File: config.mk
export PLATFORM = sky130hd
export DESIGN_NAME = cdc_locate
export DESIGN_NICKNAME = d
export VERILOG_FILES = /design/src/rtl/cdc_pkg.sv /design/src/rtl/cdc_locate.sv
export SDC_FILE = /design/constraint.sdc
export NUM_CORES = 1
export LEC_CHECK = 0
export BUFFER_PORTS_ARGS = -buffer_cell sky130_fd_sc_hd__buf_2
export CAP_MARGIN = 10
export CORE_MARGIN = 10
export CORE_UTILIZATION = 35
export DETAILED_ROUTE_END_ITERATION = 10
export GPL_ROUTABILITY_DRIVEN = 0
export PLACE_DENSITY = 0.65
export SYNTH_ARGS = -nofsm -noshare
export SYNTH_HDL_FRONTEND = slang
export SYNTH_SLANG_ARGS = --single-unit
File: constraint.sdc
create_clock -name vclk -period 7.34
set_input_delay 1.468 -clock vclk [all_inputs]
set_output_delay 1.468 -clock vclk [all_outputs]
set_load 0.05 [all_outputs]
File: src/rtl/cdc_pkg.sv
// shared types, op codes and defaults of the character cell depth compositor
`timescale 1ns / 1ps

package cdc_pkg;

   localparam int MAX_COLS_DEF = 128;
   localparam int MAX_ROWS_DEF = 64;

   localparam logic [1:0] OP_CLEAR = 2'd0;
   localparam logic [1:0] OP_DRAW  = 2'd1;
   localparam logic [1:0] OP_READ  = 2'd2;

   localparam logic CSR_WIDTH  = 1'b0;
   localparam logic CSR_HEIGHT = 1'b1;

   localparam logic [7:0] WIDTH_RESET  = 8'd80;
   localparam logic [6:0] HEIGHT_RESET = 7'd25;

   localparam logic [7:0]  BLANK_GLYPH = 8'h20;
   localparam logic [15:0] BLANK_COLOR = 16'h0000;
   localparam logic [15:0] BLANK_RANK  = 16'hFFFF;

   typedef struct packed {
      logic [15:0] rank;
      logic [15:0] color;
      logic [7:0]  glyph;
   } cell_type;

   localparam cell_type BLANK_CELL = '{rank: BLANK_RANK, color: BLANK_COLOR,
                                       glyph: BLANK_GLYPH};

endpackage

File: src/rtl/cdc_locate.sv
// clips a cell position against the screen size and forms its store address
`timescale 1ns / 1ps

module cdc_locate #(
   parameter int MAX_COLS = cdc_pkg::MAX_COLS_DEF,
   parameter int MAX_ROWS = cdc_pkg::MAX_ROWS_DEF,
   parameter int AW       = $clog2(MAX_COLS * MAX_ROWS)
) (
   input  logic [7:0]        screen_width,
   input  logic [6:0]        screen_height,
   input  logic signed [11:0] col_base,
   input  logic [11:0]       col_offs,
   input  logic signed [11:0] row,
   output logic              hit,
   output logic [AW-1:0]     addr
);
   import cdc_pkg::*;

   logic signed [13:0] col_sum;
   logic [31:0]        w_lim;
   logic [31:0]        h_lim;
   logic [31:0]        idx;
   logic               col_ok;
   logic               row_ok;

   always_comb begin
      col_sum = 14'(col_base) + $signed({2'b00, col_offs});
      w_lim   = (32'(screen_width) < 32'(MAX_COLS)) ? 32'(screen_width) : 32'(MAX_COLS);
      h_lim   = (32'(screen_height) < 32'(MAX_ROWS)) ? 32'(screen_height) : 32'(MAX_ROWS);
      col_ok  = !col_sum[13] && (32'(col_sum[12:0]) < w_lim);
      row_ok  = !row[11] && (32'(row[10:0]) < h_lim);
      idx     = 32'(row[10:0]) * 32'(MAX_COLS) + 32'(col_sum[12:0]);
      hit     = col_ok && row_ok;
      addr    = idx[AW-1:0];
   end

endmodule

==> summary.log <==
INFO  sta            timing.final.crit_period=6.72ns
INFO  synthesis      yosysWarningCount=0
INFO  detailed_routing wirelength=3440µm
INFO  critical_path  start_to_end_type_of_the_worst_setup_path=in -> out
INFO  pwr            seq_power_share=0%
INFO  pwr            combinationalPowerShare=100.0%
INFO  critical_path  crit_arrival=5.25ns
INFO  synthesis      netlist_instances=163
INFO  global_route   grt.total_usage=10.7%
INFO  finish         layout-drive-gt1-share=30.3%
INFO  critical_path  worst_path_cell_trace=buf_2 -> ha_1 -> and3_1 -> a221o_1 -> o41a_1 -> xor2_1 -> ha_1 -> or4_1 -> a211oi_1 -> o211ai_1 -> a2111oi_0 -> o211ai_1 -> nor4_2 -> buf_2
INFO  finish         fill_cells=382
INFO  place          port_buffers=65
INFO  synthesis      syn_area_per_cell=7.28µm²
INFO  pwr            vdd_ir_drop_max=53.2µV
INFO  finish         most_used_cells_in_the_layout_excluding_fill_and_tap_cells=sky130_fd_sc_hd__buf_2 (65), sky130_fd_sc_hd__ha_1 (31), sky130_fd_sc_hd__inv_1 (16), sky130_fd_sc_hd__nand2_1 (16), sky130_fd_sc_hd__a21oi_1 (16)
INFO  detailed_routing initialDrtViolationCount=56
INFO  pwr            power.static_leakage=0.832nW
INFO  finish         layout.nets=314
INFO  global_route   vias_in_the_first_global_route=1371
INFO  detailed_routing post-route-drc-count=0
INFO  sta            setup-tns-final=0ns
INFO  worst_hold_path worst_hold_path.num_cells=3
INFO  die            fp.dieArea=6120µm²
INFO  critical_path  worst_setup_path_startpoint=col_base[4]
INFO  critical_path  worst_path_max_delay_cell=sky130_fd_sc_hd__or4_1
INFO  synthesis      syn_area=1190µm²
INFO  critical_path  critical_path_cell_count=14
INFO  die            std_cell_rows=21
INFO  critical_path  critical_path_peak_fanout=5
INFO  detailed_routing vias=1345
INFO  critical_path  start_kind=input port
INFO  sta            timing_max_transition_violations_final=0
INFO  worst_hold_path hold_start=col_offs[0]
INFO  finish         areaGrowthSynthToFinish=32.2%
INFO  critical_path  delay_contributed_by_the_slowest_stage_of_the_critical_path=0.53ns
INFO  pwr            net-switching-power=0.000155W
INFO  worst_hold_path worst_hold_path_type=in -> out
INFO  die            core_area=3310µm²
INFO  pwr            power=0.000233W
INFO  detailed_routing dr.pass1.iters=4
INFO  cts            cts_resized=0
INFO  sta            fin_crit_sh=91.6%
INFO  synthesis      synth-seq-area-share=0%
INFO  pwr            share_clk_of_total_power=0%
INFO  die            chipHeight=78.2µm
INFO  sta            achievable_clock_frequency=149MHz
INFO  critical_path  endpoint_required_time_on_the_critical_path=5.87ns
INFO  die            start_util=35.9%
INFO  status         result_of_the_run=completed
INFO  synthesis      syn-num-nets=247
INFO  global_route   grt_max_degree=9
INFO  sta            hold_violations=0
INFO  sta            rsz_0062_raised_after_global_routing=no
INFO  cts            postCtsSetupRepairBufs=0
INFO  global_route   antenna_violations_before_repair=0
INFO  synthesis      post_synth_num_cell_types=38
INFO  detailed_routing ant_nets=0
INFO  sta            worst-slew-pin-transition=0.437ns
INFO  global_route   grt_pass1_wl=5840µm
INFO  job            maxCapViolCount=0
INFO  pwr            power.density=149nW/µm²
INFO  finish         seq_cells=0
INFO  pwr            net_switching_share_of_the_total_power=66.6%
INFO  sta            finalSetupViolations=0
INFO  finish         final-seq-area=0µm²
INFO  critical_path  critical-path-top-delay-family=compound AO/OA/AOI/OAI gates
INFO  detailed_routing routed_via_density=4.91
INFO  place          detailed_place_hpwl=3180µm
INFO  critical_path  critical_path_buffer_and_inverter_count=2
INFO  die            floorplan.die.width=78.2µm
INFO  finish         multi_input_comb_area=1130µm²
INFO  detailed_routing routedWlPerCell=12.6µm
INFO  die            design.portCount=65
INFO  critical_path  setup.worst_path.end_class=output pin
INFO  finish         clkbuf_count=0
INFO  cts            cts-hold-fix-buffers=0
INFO  pwr            cellInternalPower=0.0000780W
INFO  finish         most_common_library_cell_in_the_layout_ignoring_fill_and_taps=sky130_fd_sc_hd__buf_2
INFO  finish         antenna-diode-count=0
INFO  global_route   global_route.overflow_total=0
INFO  sta            max_slew_margin=70.1%
==> path summary, 6_finish.rpt <==
path / end / slack (ns)
setup / recovery: hit / 0.62
hold / removal: addr[0] / 3.40
==> stage by stage <==
stage	hold slack [ns]	utilization [%]	instances	area [µm²]	setup slack, ns
global placement	3.40	47.4	274	1570	0.706
detailed placement	3.40	47.4	274	1570	0.615
CTS	3.40	47.4	274	1570	0.599
global route	3.44	47.4	274	1570	0.313
floorplan	3.23	-	163	1190	0.468
finish	3.40	47.4	274	1570	0.620
==> final cells by class <==
cell class / count / share of cell area, %
Timing Repair Buffer: 65 / 20.7
Tap cell: 46 / 3.67
Inverter: 16 / 3.82
Multi-Input combinational cell: 147 / 71.8
==> cells by family (layout without fill, tap and decap cells) <==
family,Yosys count,in the layout,share of synthesized area [%]
simple gates,51,51,21.5
buf+inv,16,81,5.06
compound gates,50,50,27.8
xor+xnor,13,13,9.59
fa+ha+maj,33,33,36.0
==> metal layers <==
layer	vias up	share of wire (%)	track usage [%]
met5	-	0	0
li1	731	-	-
met3	0	5.5	1.48
met2	36	45	18.6
met4	0	0	0
met1	578	50	14.4
==> power groups by stage <==
stage / Combinational (W) / Clock, W / Sequential [W]
2_1_floorplan: 0.000179 / 0 / 0
3_3_place_gp: 0.000234 / 0 / 0
3_5_place_dp: 0.000236 / 0 / 0
4_1_cts: 0.000237 / 0 / 0
5_1_grt: 0.000257 / 0 / 0
6_report: 0.000233 / 0 / 0
==> synthesized netlist by cell type (all sizes together) (2+ instances only) <==
master  count  share of area, %
nor3        5               2.1
nand3       2              0.84
nand2b      3               1.6
o21ai       9               3.8
a21o        7               4.4
xnor2      12               8.9
and3        2               1.1
inv        16               5.1
nand2      16               5.1
nor2       12               3.8
nand4       2               1.1
ha         31                33
a21oi      17               7.5
fa          2               3.4
o211ai      3               1.9
a211oi      3               2.3
o21a        2               1.3
(Power assumes the default switching activity.)
